## src/rtl/uabt_pkg.sv

```systemverilog
package uabt_pkg;

  // Field widths
  localparam int unsigned BYTE_W   = 8;
  localparam int unsigned PERIOD_W = 16;

  // Defaults for the top-level parameters and registers
  localparam int unsigned DATA_BITS_DEF = 8;
  localparam logic [PERIOD_W-1:0] PERIOD_RESET = 16'd104;
  localparam logic [PERIOD_W-1:0] PERIOD_MIN   = 16'd2;
  localparam logic [PERIOD_W-1:0] COUNT_MAX    = 16'hFFFF;

  // Timing info from the baud unit to the transmitter and receiver
  typedef struct packed {
    logic [PERIOD_W-1:0] period;     // effective bit period this tick
    logic [PERIOD_W-1:0] half;       // period / 2
    logic                meas_busy;  // measurement armed or counting
  } baud_ctl_t;

endpackage

```

## src/rtl/uart_8n1_autobaud_transceiver_unit.sv

```systemverilog
// Channel  Handshake                 Payload
// in       in_valid_i / in_ready_o   rx_line_i, send_valid_i, send_byte_i, measure_baud_i
// out      out_valid_o / out_ready_i tx_line_o, tx_busy_o, rx_valid_o, rx_byte_o,
//                                    baud_valid_o, baud_period_o
// cfg      cfg_we_i                  cfg_wdata_i (default bit period)
//
// One item (one tick) per cycle while out_ready_i is high; an accepted item passes
// through the input register and then the result register.
// All tick state advances in the cycle an item moves from the input register
// into the result register.
// Reset clears the valid flags and the tick state and loads the default bit period with 104.
// A stalled result holds; the input register still takes one more item, then
// in_ready_o follows out_ready_i.
module uart_8n1_autobaud_transceiver_unit #(
  parameter int unsigned DATA_BITS = uabt_pkg::DATA_BITS_DEF
) (
  input  logic                          clk_i,
  input  logic                          rst_ni,
  input  logic                          cfg_we_i,
  input  logic [uabt_pkg::PERIOD_W-1:0] cfg_wdata_i,
  input  logic                          in_valid_i,
  output logic                          in_ready_o,
  input  logic                          rx_line_i,
  input  logic                          send_valid_i,
  input  logic [uabt_pkg::BYTE_W-1:0]   send_byte_i,
  input  logic                          measure_baud_i,
  output logic                          out_valid_o,
  input  logic                          out_ready_i,
  output logic                          tx_line_o,
  output logic                          tx_busy_o,
  output logic                          rx_valid_o,
  output logic [uabt_pkg::BYTE_W-1:0]   rx_byte_o,
  output logic                          baud_valid_o,
  output logic [uabt_pkg::PERIOD_W-1:0] baud_period_o
);

  logic                          in_vld_q;
  logic                          rx_line_q, send_valid_q, measure_q;
  logic [uabt_pkg::BYTE_W-1:0]   send_byte_q;
  logic                          step;
  logic                          out_vld_q;
  uabt_pkg::baud_ctl_t           ctl;
  logic                          tx_line_d, tx_busy_d, rx_valid_d, baud_valid_d;
  logic [uabt_pkg::BYTE_W-1:0]   rx_byte_d;
  logic                          tx_line_q, tx_busy_q, rx_valid_q, baud_valid_q;
  logic [uabt_pkg::BYTE_W-1:0]   rx_byte_q;
  logic [uabt_pkg::PERIOD_W-1:0] period_q;

  // Pipeline control
  assign step       = in_vld_q && (!out_vld_q || out_ready_i);
  assign in_ready_o = !in_vld_q || step;

  always_ff @(posedge clk_i or negedge rst_ni) begin
    if (!rst_ni) begin
      in_vld_q  <= 1'b0;
      out_vld_q <= 1'b0;
    end else begin
      if (in_ready_o) in_vld_q <= in_valid_i;
      if (step)             out_vld_q <= 1'b1;
      else if (out_ready_i) out_vld_q <= 1'b0;
    end
  end

  // Input register
  always_ff @(posedge clk_i) begin
    if (in_valid_i && in_ready_o) begin
      rx_line_q    <= rx_line_i;
      send_valid_q <= send_valid_i;
      send_byte_q  <= send_byte_i;
      measure_q    <= measure_baud_i;
    end
  end

  uabt_baud u_baud (
    .clk_i          (clk_i),
    .rst_ni         (rst_ni),
    .step_i         (step),
    .cfg_we_i       (cfg_we_i),
    .cfg_wdata_i    (cfg_wdata_i),
    .rx_line_i      (rx_line_q),
    .measure_baud_i (measure_q),
    .ctl_o          (ctl),
    .baud_valid_o   (baud_valid_d)
  );

  uabt_tx #(.DATA_BITS(DATA_BITS)) u_tx (
    .clk_i        (clk_i),
    .rst_ni       (rst_ni),
    .step_i       (step),
    .ctl_i        (ctl),
    .send_valid_i (send_valid_q),
    .send_byte_i  (send_byte_q),
    .tx_line_o    (tx_line_d),
    .tx_busy_o    (tx_busy_d)
  );

  uabt_rx #(.DATA_BITS(DATA_BITS)) u_rx (
    .clk_i      (clk_i),
    .rst_ni     (rst_ni),
    .step_i     (step),
    .ctl_i      (ctl),
    .rx_line_i  (rx_line_q),
    .rx_valid_o (rx_valid_d),
    .rx_byte_o  (rx_byte_d)
  );

  // Result register
  always_ff @(posedge clk_i) begin
    if (step) begin
      tx_line_q    <= tx_line_d;
      tx_busy_q    <= tx_busy_d;
      rx_valid_q   <= rx_valid_d;
      rx_byte_q    <= rx_byte_d;
      baud_valid_q <= baud_valid_d;
      period_q     <= ctl.period;
    end
  end

  assign out_valid_o   = out_vld_q;
  assign tx_line_o     = tx_line_q;
  assign tx_busy_o     = tx_busy_q;
  assign rx_valid_o    = rx_valid_q;
  assign rx_byte_o     = rx_byte_q;
  assign baud_valid_o  = baud_valid_q;
  assign baud_period_o = period_q;

  // Checks
  a_empty_ready: assert property (@(posedge clk_i) disable iff (!rst_ni)
    !in_vld_q |-> in_ready_o) else $error("input register empty but not ready");

  a_step_result: assert property (@(posedge clk_i) disable iff (!rst_ni)
    step |=> out_vld_q) else $error("tick step produced no result");

  a_stall_hold: assert property (@(posedge clk_i) disable iff (!rst_ni)
    (out_vld_q && !out_ready_i) |=> out_vld_q) else $error("stalled result dropped");

  a_period_min: assert property (@(posedge clk_i) disable iff (!rst_ni)
    out_vld_q |-> (period_q >= uabt_pkg::PERIOD_MIN)) else $error("period below minimum");

  a_rx_zero: assert property (@(posedge clk_i) disable iff (!rst_ni)
    (out_vld_q && !rx_valid_q) |-> (rx_byte_q == '0)) else $error("rx byte without valid");

endmodule

```

## src/rtl/uabt_baud.sv

```systemverilog
module uabt_baud (
  input  logic                          clk_i,
  input  logic                          rst_ni,
  input  logic                          step_i,
  input  logic                          cfg_we_i,
  input  logic [uabt_pkg::PERIOD_W-1:0] cfg_wdata_i,
  input  logic                          rx_line_i,
  input  logic                          measure_baud_i,
  output uabt_pkg::baud_ctl_t           ctl_o,
  output logic                          baud_valid_o
);

  localparam logic [1:0] MEAS_IDLE  = 2'd0;
  localparam logic [1:0] MEAS_ARMED = 2'd1;
  localparam logic [1:0] MEAS_COUNT = 2'd2;

  logic [1:0]                   meas_phase_q, meas_phase_d;
  logic [uabt_pkg::PERIOD_W-1:0] meas_cnt_q, meas_cnt_d;
  logic [uabt_pkg::PERIOD_W-1:0] measured_q, measured_d;
  logic                         have_q, have_d;
  logic [uabt_pkg::PERIOD_W-1:0] default_q;
  logic [uabt_pkg::PERIOD_W-1:0] period_raw;
  logic [uabt_pkg::PERIOD_W-1:0] period;

  // Measurement sequencer
  always_comb begin
    meas_phase_d = meas_phase_q;
    meas_cnt_d   = meas_cnt_q;
    measured_d   = measured_q;
    have_d       = have_q;
    baud_valid_o = 1'b0;
    unique case (meas_phase_q)
      MEAS_IDLE: begin
        if (measure_baud_i) meas_phase_d = MEAS_ARMED;
      end
      MEAS_ARMED: begin
        if (!rx_line_i) begin
          meas_phase_d = MEAS_COUNT;
          meas_cnt_d   = uabt_pkg::PERIOD_W'(1);
        end
      end
      MEAS_COUNT: begin
        if (!rx_line_i) begin
          if (meas_cnt_q != uabt_pkg::COUNT_MAX) meas_cnt_d = meas_cnt_q + 1'b1;
        end else begin
          measured_d   = meas_cnt_q;
          have_d       = 1'b1;
          meas_phase_d = MEAS_IDLE;
          baud_valid_o = 1'b1;
        end
      end
      default: meas_phase_d = MEAS_IDLE;
    endcase
  end

  // Effective period after this tick's update, clamped to the minimum
  assign period_raw = have_d ? measured_d : default_q;
  assign period     = (period_raw < uabt_pkg::PERIOD_MIN) ? uabt_pkg::PERIOD_MIN : period_raw;

  assign ctl_o.period    = period;
  assign ctl_o.half      = period >> 1;
  assign ctl_o.meas_busy = (meas_phase_d != MEAS_IDLE);

  always_ff @(posedge clk_i or negedge rst_ni) begin
    if (!rst_ni) begin
      meas_phase_q <= MEAS_IDLE;
      meas_cnt_q   <= '0;
      measured_q   <= '0;
      have_q       <= 1'b0;
      default_q    <= uabt_pkg::PERIOD_RESET;
    end else begin
      if (step_i) begin
        meas_phase_q <= meas_phase_d;
        meas_cnt_q   <= meas_cnt_d;
        measured_q   <= measured_d;
        have_q       <= have_d;
      end
      if (cfg_we_i) default_q <= cfg_wdata_i;
    end
  end

endmodule

```

## src/rtl/uabt_tx.sv

```systemverilog
module uabt_tx #(
  parameter int unsigned DATA_BITS = uabt_pkg::DATA_BITS_DEF
) (
  input  logic                        clk_i,
  input  logic                        rst_ni,
  input  logic                        step_i,
  input  uabt_pkg::baud_ctl_t         ctl_i,
  input  logic                        send_valid_i,
  input  logic [uabt_pkg::BYTE_W-1:0] send_byte_i,
  output logic                        tx_line_o,
  output logic                        tx_busy_o
);

  localparam int unsigned PW = $clog2(DATA_BITS + 3);
  localparam logic [PW-1:0] PH_IDLE  = PW'(0);
  localparam logic [PW-1:0] PH_START = PW'(1);
  localparam logic [PW-1:0] PH_DATA0 = PW'(2);
  localparam logic [PW-1:0] PH_DLAST = PW'(DATA_BITS + 1);
  localparam logic [PW-1:0] PH_STOP  = PW'(DATA_BITS + 2);

  logic [PW-1:0]                   phase_q, phase_d, phase_inc;
  logic [uabt_pkg::BYTE_W-1:0]     shift_q, shift_d;
  logic [uabt_pkg::PERIOD_W-1:0]   cnt_q, cnt_d, cnt_inc;

  assign cnt_inc   = cnt_q + 1'b1;
  assign phase_inc = phase_q + 1'b1;

  // Frame sequencer: start, data bits, stop, one period each
  always_comb begin
    phase_d = phase_q;
    shift_d = shift_q;
    cnt_d   = cnt_q;
    if (phase_q == PH_IDLE) begin
      if (send_valid_i) begin
        shift_d = send_byte_i;
        phase_d = PH_START;
        cnt_d   = '0;
      end
    end else if (cnt_inc >= ctl_i.period) begin
      cnt_d = '0;
      if (phase_q >= PH_DATA0 && phase_q <= PH_DLAST) shift_d = shift_q >> 1;
      phase_d = (phase_inc > PH_STOP) ? PH_IDLE : phase_inc;
    end else begin
      cnt_d = cnt_inc;
    end
  end

  // Line level from the updated phase
  always_comb begin
    if (phase_d == PH_IDLE || phase_d >= PH_STOP) tx_line_o = 1'b1;
    else if (phase_d == PH_START)                 tx_line_o = 1'b0;
    else                                          tx_line_o = shift_d[0];
  end
  assign tx_busy_o = (phase_d != PH_IDLE);

  always_ff @(posedge clk_i or negedge rst_ni) begin
    if (!rst_ni) begin
      phase_q <= PH_IDLE;
      shift_q <= '0;
      cnt_q   <= '0;
    end else if (step_i) begin
      phase_q <= phase_d;
      shift_q <= shift_d;
      cnt_q   <= cnt_d;
    end
  end

endmodule

```

## src/rtl/uabt_rx.sv

```systemverilog
module uabt_rx #(
  parameter int unsigned DATA_BITS = uabt_pkg::DATA_BITS_DEF
) (
  input  logic                        clk_i,
  input  logic                        rst_ni,
  input  logic                        step_i,
  input  uabt_pkg::baud_ctl_t         ctl_i,
  input  logic                        rx_line_i,
  output logic                        rx_valid_o,
  output logic [uabt_pkg::BYTE_W-1:0] rx_byte_o
);

  localparam int unsigned PW = $clog2(DATA_BITS + 2);
  localparam logic [PW-1:0] PH_IDLE  = PW'(0);
  localparam logic [PW-1:0] PH_HALF  = PW'(1);
  localparam logic [PW-1:0] PH_DATA0 = PW'(2);
  localparam logic [PW-1:0] PH_DLAST = PW'(DATA_BITS + 1);

  logic [PW-1:0]                 phase_q, phase_d;
  logic [uabt_pkg::BYTE_W-1:0]   shift_q, shift_d, shift_in;
  logic [uabt_pkg::PERIOD_W-1:0] cnt_q, cnt_d, cnt_inc;

  assign cnt_inc  = cnt_q + 1'b1;
  // New bit enters at the MSB of the data field
  assign shift_in = (shift_q >> 1) |
                    (uabt_pkg::BYTE_W'(rx_line_i) << (DATA_BITS - 1));

  // Receive sequencer: wait for low, half period, then data bits; held idle while a measurement is busy
  always_comb begin
    phase_d    = phase_q;
    shift_d    = shift_q;
    cnt_d      = cnt_q;
    rx_valid_o = 1'b0;
    rx_byte_o  = '0;
    if (ctl_i.meas_busy) begin
      phase_d = PH_IDLE;
      cnt_d   = '0;
    end else if (phase_q == PH_IDLE) begin
      if (!rx_line_i) begin
        phase_d = PH_HALF;
        cnt_d   = '0;
        shift_d = '0;
      end
    end else if (phase_q == PH_HALF) begin
      if (cnt_inc >= ctl_i.half) begin
        phase_d = PH_DATA0;
        cnt_d   = '0;
      end else begin
        cnt_d = cnt_inc;
      end
    end else if (cnt_inc >= ctl_i.period) begin
      cnt_d   = '0;
      shift_d = shift_in;
      if (phase_q >= PH_DLAST) begin
        phase_d    = PH_IDLE;
        rx_valid_o = 1'b1;
        rx_byte_o  = shift_in;
      end else begin
        phase_d = phase_q + 1'b1;
      end
    end else begin
      cnt_d = cnt_inc;
    end
  end

  always_ff @(posedge clk_i or negedge rst_ni) begin
    if (!rst_ni) begin
      phase_q <= PH_IDLE;
      shift_q <= '0;
      cnt_q   <= '0;
    end else if (step_i) begin
      phase_q <= phase_d;
      shift_q <= shift_d;
      cnt_q   <= cnt_d;
    end
  end

endmodule
```

## config.mk

```make
export PLATFORM = sky130hd
export DESIGN_NAME = uart_8n1_autobaud_transceiver_unit
export DESIGN_NICKNAME = d
export VERILOG_FILES = /design/src/rtl/uabt_pkg.sv /design/src/rtl/uart_8n1_autobaud_transceiver_unit.sv /design/src/rtl/uabt_baud.sv /design/src/rtl/uabt_tx.sv /design/src/rtl/uabt_rx.sv
export SDC_FILE = /design/constraint.sdc
export NUM_CORES = 1
export LEC_CHECK = 0
export BUFFER_PORTS_ARGS = -buffer_cell sky130_fd_sc_hd__buf_4
export CORE_MARGIN = 2
export CORE_UTILIZATION = 40
export DETAILED_ROUTE_END_ITERATION = 6
export SLEW_MARGIN = 30
export SYNTH_ARGS = -nofsm -noshare
export SYNTH_HDL_FRONTEND = slang
export SYNTH_HIERARCHICAL = 1
export SYNTH_SLANG_ARGS = --single-unit
```

## constraint.sdc

```tcl
create_clock -name clk_i -period 7 [get_ports clk_i]
set_input_delay 0.7 -clock clk_i [delete_from_list [all_inputs] [get_ports clk_i]]
set_output_delay 0.7 -clock clk_i [all_outputs]
set_load 0.02 [all_outputs]
```

==> results of run 1 <==
[logic make-up after synthesis]
logic type                 synth area share [%]
other                                    0.0417
and+or+nand+nor                            15.4
muxes                                      7.09
adders and majority gates                  8.22
AOI/OAI and AO/OA                          16.8
buffers and inverters                      5.81
DFF                                        43.2
xor gates and xnor gates                   3.51
[critical path: cells and delay by family (launching register included)]
kind	cells	cell delay, ns
buffers and inverters	1	0.35
AOI/OAI and AO/OA	6	1.49
adders and majority gates	1	0.30
muxes	2	0.78
DFF	1	0.53
and+or+nand+nor	3	0.88
[metrics by stage]
step           std cells  cell area, um2  hold WS (ns)  setup slack, ns
6_report            1193           10200         0.166             2.49
5_1_grt             1193           10200         0.166             2.22
4_1_cts             1192           10200         0.401             2.38
3_5_place_dp        1160            9560         0.468             2.40
3_3_place_gp        1160            9560         0.473             2.50
2_1_floorplan        859            8980         0.404             3.31
[state kept, by name, indices dropped and copies added, names as in the netlist, 2 cells and up]
signal	count
baud_period_o	16
rx_byte_o	8
send_byte_q	8
u_baud/default_q	16
u_baud/meas_cnt_q	16
u_baud/meas_phase_q	2
u_baud/measured_q	16
u_rx/cnt_q	16
u_rx/phase_q	4
u_rx/shift_q	7
u_tx/cnt_q	16
u_tx/phase_q	4
u_tx/shift_q	8
[where the power goes]
part           switching, uW  internal [uW]
Combinational            719            500
Clock                    378            566
Sequential               135           1010
[metal layers]
metal	global-route usage [%]	vias to the layer above
met2	29.0	95
met4	5.65	0
li1	-	3230
met1	24.9	3157
met5	0	-
met3	3.18	22
[layout make-up]
cell class	count	area (um2)
flip-flops and latches	147	3880
inverters	64	240
well taps	280	350
clock buffers	18	429
clock inverters	14	178
multi-input cells	601	4590
repair buffers	69	538
fillers	2056	11800
[final timing paths]
path                                                    end  slack (ns)                        start
hold / removal             u_baud/meas_cnt_q[2]$_DFFE_PN0P_        0.17                       rst_ni
max in group asynchronous         u_baud/have_q$_DFFE_PN0P_        5.91                       rst_ni
setup reg to reg                        tx_line_o$_DFFE_PP_        2.49          rx_line_q$_DFFE_PP_
setup / recovery                        tx_line_o$_DFFE_PP_        2.49          rx_line_q$_DFFE_PP_
hold reg to reg                 u_tx/shift_q[7]$_DFFE_PN0P_        0.49  u_tx/shift_q[7]$_DFFE_PN0P_
min in group clk_i                      measure_q$_DFFE_PP_        0.45               measure_baud_i
[placed cells by master, fill, tap and decap left out, types with 12 or more instances in the layout]
| master | instances |
|---|---|
| buf_4 | 68 |
| xor2_1 | 17 |
| inv_1 | 63 |
| mux2i_1 | 16 |
| nor2_1 | 41 |
| xnor2_1 | 19 |
| a21oi_1 | 36 |
| nand4_1 | 14 |
| mux2_2 | 41 |
| and3_1 | 16 |
| edfxtp_1 | 39 |
| dfrtp_1 | 104 |
| nor4_1 | 13 |
| clkbuf_16 | 17 |
| nand2_1 | 52 |
| o21ai_0 | 33 |
| ha_1 | 59 |
| a32o_1 | 22 |
| nand3_1 | 25 |
| and2_1 | 12 |
==> impl.org, run 1 <==
** Run status
- Run status :: complete, no violations

** STA
- In the finished design, the share of the clock period the worst path needs comes to 64.4%.
- On the final layout, the worst clock skew is 0.0128 ns.
- Setup violations remaining at the end of the flow were counted as 0.
- In the final timing run, aggregate negative setup slack is 0 ns.
- Subtracting the final worst setup slack from the clock period gives 4.51 ns.
- Unrepaired setup endpoints after global routing :: no
- The number of slew-limit violations in the final report is 0.
- Total count of hold-check failures in the final report :: 0
- Worst-margin pin slew :: 0.929 ns
- Highest attainable clock frequency :: 222 MHz
- In this run the tightest slew margin relative to its limit is 37.8%.

** Drt
- Uppermost layer routed :: met4
- Number of antenna-violating nets in the routed design :: 0
- Summed over all nets, wire length on met3 after detailed routing comes to 590 um.
- The first routing iteration left 560 violations.
- Summed over all nets, wire length on met2 after detailed routing comes to 9480 um.
- Routed length per instance :: 17.0 um
- Number of design rule violations left after detail routing :: 0
- Across all layers, the routed design uses 6,504 vias.
- Number of optimization iterations in the first detailed-route pass :: 4
- Avg Vias per Cell :: 5.45
- Wl on met1 :: 9950 um
- The final layout contains routed wiring with a total length of 20,300 um.

** Yosys
- Of all flip-flops after synthesis, the portion carrying an async set or reset was 73.5%.
- Avg Cell Area, Syn :: 10.5 um2
- Count of flip-flops with a built-in enable after synthesis :: 39
- After synthesis, the cell types taking the most area are dfrtp_1 29%, edfxtp_1 13%, ha_1 8.2%.
- After synthesis, the largest area contributor takes up 29.2% of total cell area.
- Top cell types by occurrence after synthesis :: 105 x dfrtp_1, 63 x inv_1, 59 x ha_1
- Library cell with the highest instance count after synthesis :: dfrtp_1
- Synthesis produced a netlist with a net count of 950.
- The share of the Yosys chip area taken by registers is 43.2%.
- Summing every instance area after synthesis gives 8980 um2.
- Yosys printed 6 warnings.
- Synthesis produced 859 cells.
- Distinct cells, synth :: 91
- Synthesis-stage register bit count :: 147
- The synthesized design spends more area on one cell type than any other, namely dfrtp_1.
- Prevailing post-synth register cell :: dfrtp_1

** Floorplan
- The die is 154 um tall.
- The region available for standard cell placement spans 22,000 um2.
- The initial utilization of the core area, before any placement, comes to 40.9%.
- The die covers 23,700 um2.
- After floorplanning, the core was divided into 54 placement rows.
- Top-level I/O count :: 62
- Die Span X :: 154 um

** Power
- In this run the power density over the cells is 324 nW/um2.
- Worst vdd ir :: 171 uV
- The analysis attributes to cell leakage a power of 0.00461 uW.
- The completed layout was analyzed and its total power is 3310 uW.

** Placed design
- At the end of routability-driven placement, the weighted congestion stood at 0.821.
- In this run the tool buffered the top-level ports with 61 buffer cells.
- The wire-length estimate of the detail-placed layout is 14,800 um.

** Clock network
- Clock tree synthesis selected as its root buffer the cell clkbuf_16.
- The clock drives 147 sinks.
- For this design, the CTS-stage hold fixing added 0 buffers.
- In this run the deepest clock path goes through 2 buffers.
- After clock tree synthesis, the clock-pin slew on the worst setup and hold paths is 0.06 ns.
- Clock tree synthesis inserted a total of 17 buffers.
- Once the clock tree was built, the resizer swapped 0 gates to a different size.
- The clock reaches the later pin of the worst-skew pair after 0.43 ns.
- The clock tree synthesis step divided the H-tree into 4 levels.
- Clock tree from TritonCTS :: yes
- In this run the post-CTS setup repair buffer count came out at 0.

** Run
- Max-cap violations in this run came to 0.

** Global route
- After global routing the overflow that remains totals 0.
- Entering global routing, the biggest net connects 66 pins.
- Total routing usage reported by global routing :: 18.0%
- The initial antenna violation count was 0.
- The first global-routing pass estimated 34,100 um of wire.
- The number of global-route vias before repair was 6,543.

** Worst setup path
- Category of the critical setup timing path :: reg2reg
- Of all nets on the critical path, the largest fanout is 27.
- Element type at the critical path start :: register
- Worst path max stage delay :: 0.77 ns
- STA puts the critical path data required time at 7.27 ns.
- The number of cells on the worst reg-to-reg path is 13.
- Slowest cell on the critical path :: o41ai_2
- Walking the worst path, the cells encountered are nand3b_1, buf_4, mux2_2, a21oi_1, o211ai_1, o211a_1, ha_1, nand2b_4, a2111oi_4, o41ai_2, or3_4, mux2_2, a32oi_1.
- The most numerous cell type found on the critical path is mux2_2.
- Arrival time worst endpoint :: 4.78 ns
- The worst setup path is captured at a register.

** Final layout
- Final core occ :: 46.5%
- Cells with a size suffix above 1 make up 19.9% of the layout.
- Final Net Count :: 991
- The number of antenna diodes in the final layout is 0.
- From synthesis to final layout, the design area changed by 13.5%.

** Hold path
- The min-delay analysis places its worst path in the category in2async.
(Power assumes the default switching activity.)
==> run 2: changes to the inputs <==
- clock period: 7 -> 3.6 ns (I/O delays scaled with it)
==> impl.org, run 2 (synthesis gave the netlist of run 1 again) <==
** Worst setup path
- Crit end category :: register
- Arrival time worst endpoint :: 3.84 ns
- The worst register-to-register path has a depth of 12.
- STA classifies the critical path startpoint as a register.
- In this run the critical register-to-register path is launched from u_baud/default_q[15]$_DFFE_PN0P_.
- Reg-to-reg slack, setup :: -0.07 ns
- Worst path max stage delay :: 0.54 ns
- The critical path is of the reg2reg type.
- Capture instance of the worst register-to-register path :: tx_busy_o$_DFFE_PP_
- Walking the worst path, the cells encountered are or4_4, o22a_1, nor3_2, o211ai_1, o211a_1, ha_1, nand2b_4, a2111oi_4, o41ai_4, or3_4, a221oi_4, nand2_1.
- Of all nets on the critical path, the largest fanout is 7.
- Top delay family on crit path :: compound AO/OA/AOI/OAI gates
- The largest individual stage delay along the critical path comes from the cell or4_4.
- Together, buffers and inverters on the worst path number 0.
- STA puts the critical path data required time at 3.77 ns.

** Clock network
- The tree built by TritonCTS fans out to 147 sinks.
- Clock tree from TritonCTS :: yes
- Clock-pin slew was measured on the worst setup and hold paths at 0.06 ns.
- The longest clock path from root to sink contains 2 buffers.
- TritonCTS created 17 clock buffers.
- Number of H-tree branching levels :: 4
- Clock network latency to the later pin of the worst-skew pair :: 0.44 ns
- Root Buffer Master :: clkbuf_16

** STA
- Total count of hold-check failures in the final report :: 0
- Final setup viols :: 8
- Once routing completed, OpenROAD measured the worst setup slack at -0.0717 ns.
- Setup Total Neg Slack :: -0.357 ns
- Clock skew on the completed layout was measured at 0.0125 ns.
- Derived from the worst setup path, the maximum achievable clock frequency is 272 MHz.
- Setup repair after global routing could not meet its margin everywhere.
- At the pin with the least slew margin, the transition time is 0.835 ns.
- Final count of pins violating max slew :: 0
- Fraction of the cycle the final worst path needs :: 102%
- Final critical path time including I/O delays and setup :: 3.67 ns
- In this run the tightest slew margin relative to its limit is 44.0%.

** Placed design
- Routability-driven placement congestion ratio :: 0.853
- IO Port Bufs :: 61
- Detailed placement ended at an HPWL of 15,900 um.
- Timing analysis after detailed placement gives a worst setup slack of -0.186 ns.

** Floorplan
- The die is 154 um wide.
- The die covers 23,700 um2.
- The initial utilization of the core area, before any placement, comes to 40.9%.
- During I/O placement, the number of pins put on the boundary was 62.
- In this run the standard cell core region covers 22,000 um2.
- Vertical die dimension :: 154 um
- # rows :: 54

** Drt
- Iteration-0 DRC Markers :: 478
- Number of antenna-violating nets in the routed design :: 0
- Number of optimization iterations in the first detailed-route pass :: 5
- In the final routed layout, each cell accounts on average for 17.2 um.
- Routed vias :: 7,036
- After detailed routing, the number of remaining DRC violations is 0.
- After detailed routing, the number of vias per cell comes to 5.42.
- The routed design has 22,400 um of wire.

** Global route
- Total routing usage reported by global routing :: 19.1%
- The number of global-route vias before repair came to 6,854.
- Global-route wire length before repair :: 35,900 um
- The initial antenna violation count is 0.
- GRT Residual Overflow :: 0
- Entering global routing, the biggest net connects 59 pins.

** Hold path
- The tightest min-delay check is of the in2reg type.
- Counting instances, the worst hold path has a depth of 1.
- For hold timing, the worst endpoint is send_byte_q[2]$_DFFE_PP_.
- Origin of the worst min-delay path :: send_byte_i[2]

** Power
- Per report_power, the combinational group accounts for 43.9% of the total.
- The analysis attributes to cell leakage a power of 0.00525 uW.
- In this run the power spent charging and discharging nets is 2620 uW.
- Power per standard cell area :: 633 nW/um2
- The clock network is responsible for 26.2% of the overall power.
- Fraction of power spent switching nets :: 36.7%
- Worst vdd ir :: 235 uV
- The design draws 7130 uW.
- Proportion of power drawn by flip-flops and latches :: 29.9%
- Internal power component :: 4510 uW

** Final layout
- The repair_antennas step left the layout with diodes totalling 0.
- Layout cells sized above 1 :: 31.0%
- Area growth from synthesis to layout :: 25.4%
- For this run, the post-layout net count is 1,096.
- Final core occ :: 51.3%
- Leaving out fill and tap cells, the most frequent cell in the layout is buf_4.
- Commonest cells after routing, fill and taps aside :: 162 x buf_4, 105 x dfrtp_1, 63 x inv_1

** Run status
- Violated checks :: setup timing
- Run status :: complete, but fails checks

** Run
- Count of maximum capacitance violations :: 0
==> run 2: power by group through the flow <==
stage,Clock [uW],Combinational (uW),Sequential [uW]
final,1870,3130,2130
after global routing,1980,3440,2160
after CTS,1910,2910,2120
after detailed placement,0,2860,2150
after global placement,0,2820,2150
after floorplan,0,1950,2200
==> run 2: layout make-up <==
| type | instances | area [um2] |
|---|---|---|
| clock buffers | 20 | 468 |
| clock inverters | 12 | 153 |
| fillers | 1935 | 10700 |
| inverters | 64 | 240 |
| multi-input cells | 604 | 4840 |
| flip-flops and latches | 147 | 3880 |
| well taps | 280 | 350 |
| repair buffers | 171 | 1340 |
==> run 2: worst max path at each step <==
stage                                      startpoint                          end  slack (ns)  cells past startpoint
floorplan           u_baud/measured_q[12]$_DFFE_PN0P_  u_tx/shift_q[2]$_DFFE_PN0P_       0.007                     13
global placement    u_baud/measured_q[12]$_DFFE_PN0P_          tx_line_o$_DFFE_PP_       -0.16                     12
detailed placement  u_baud/measured_q[12]$_DFFE_PN0P_          tx_line_o$_DFFE_PP_       -0.19                     12
CTS                  u_baud/default_q[15]$_DFFE_PN0P_          tx_line_o$_DFFE_PP_       -0.03                     12
global route                u_baud/have_q$_DFFE_PN0P_          tx_busy_o$_DFFE_PP_       -0.23                     13
finish               u_baud/default_q[15]$_DFFE_PN0P_          tx_busy_o$_DFFE_PP_       -0.07                     12
==> run 2: through the flow <==
stage          hold slack [ns]  cell area, um2  instances
6_report                 0.106           11300       1298
5_1_grt                 0.0852           11300       1298
4_1_cts                 0.0837           11000       1285
3_5_place_dp             0.458           10300       1250
3_3_place_gp             0.457           10300       1250
2_1_floorplan           0.0644            9010        859
==> run 2: what timing repair did <==
item | 4_1_cts | 5_1_grt
buffers inserted | 1 | 10
resized for setup | 11 | 46
endpoints found under the setup margin | 45 | 56
gates cloned | 1 | 3
hold endpoints to repair | 33 | 0
pin swaps | 5 | 28
hold buffers | 1 | 0
==> run 2: routing by layer <==
metal	track usage, %	part of all wire [%]	vias up
met5	0	0	-
met4	5.03	1.1	0
met3	3.49	2.8	19
met2	31.0	48	97
li1	-	-	3457
met1	26.6	48	3463
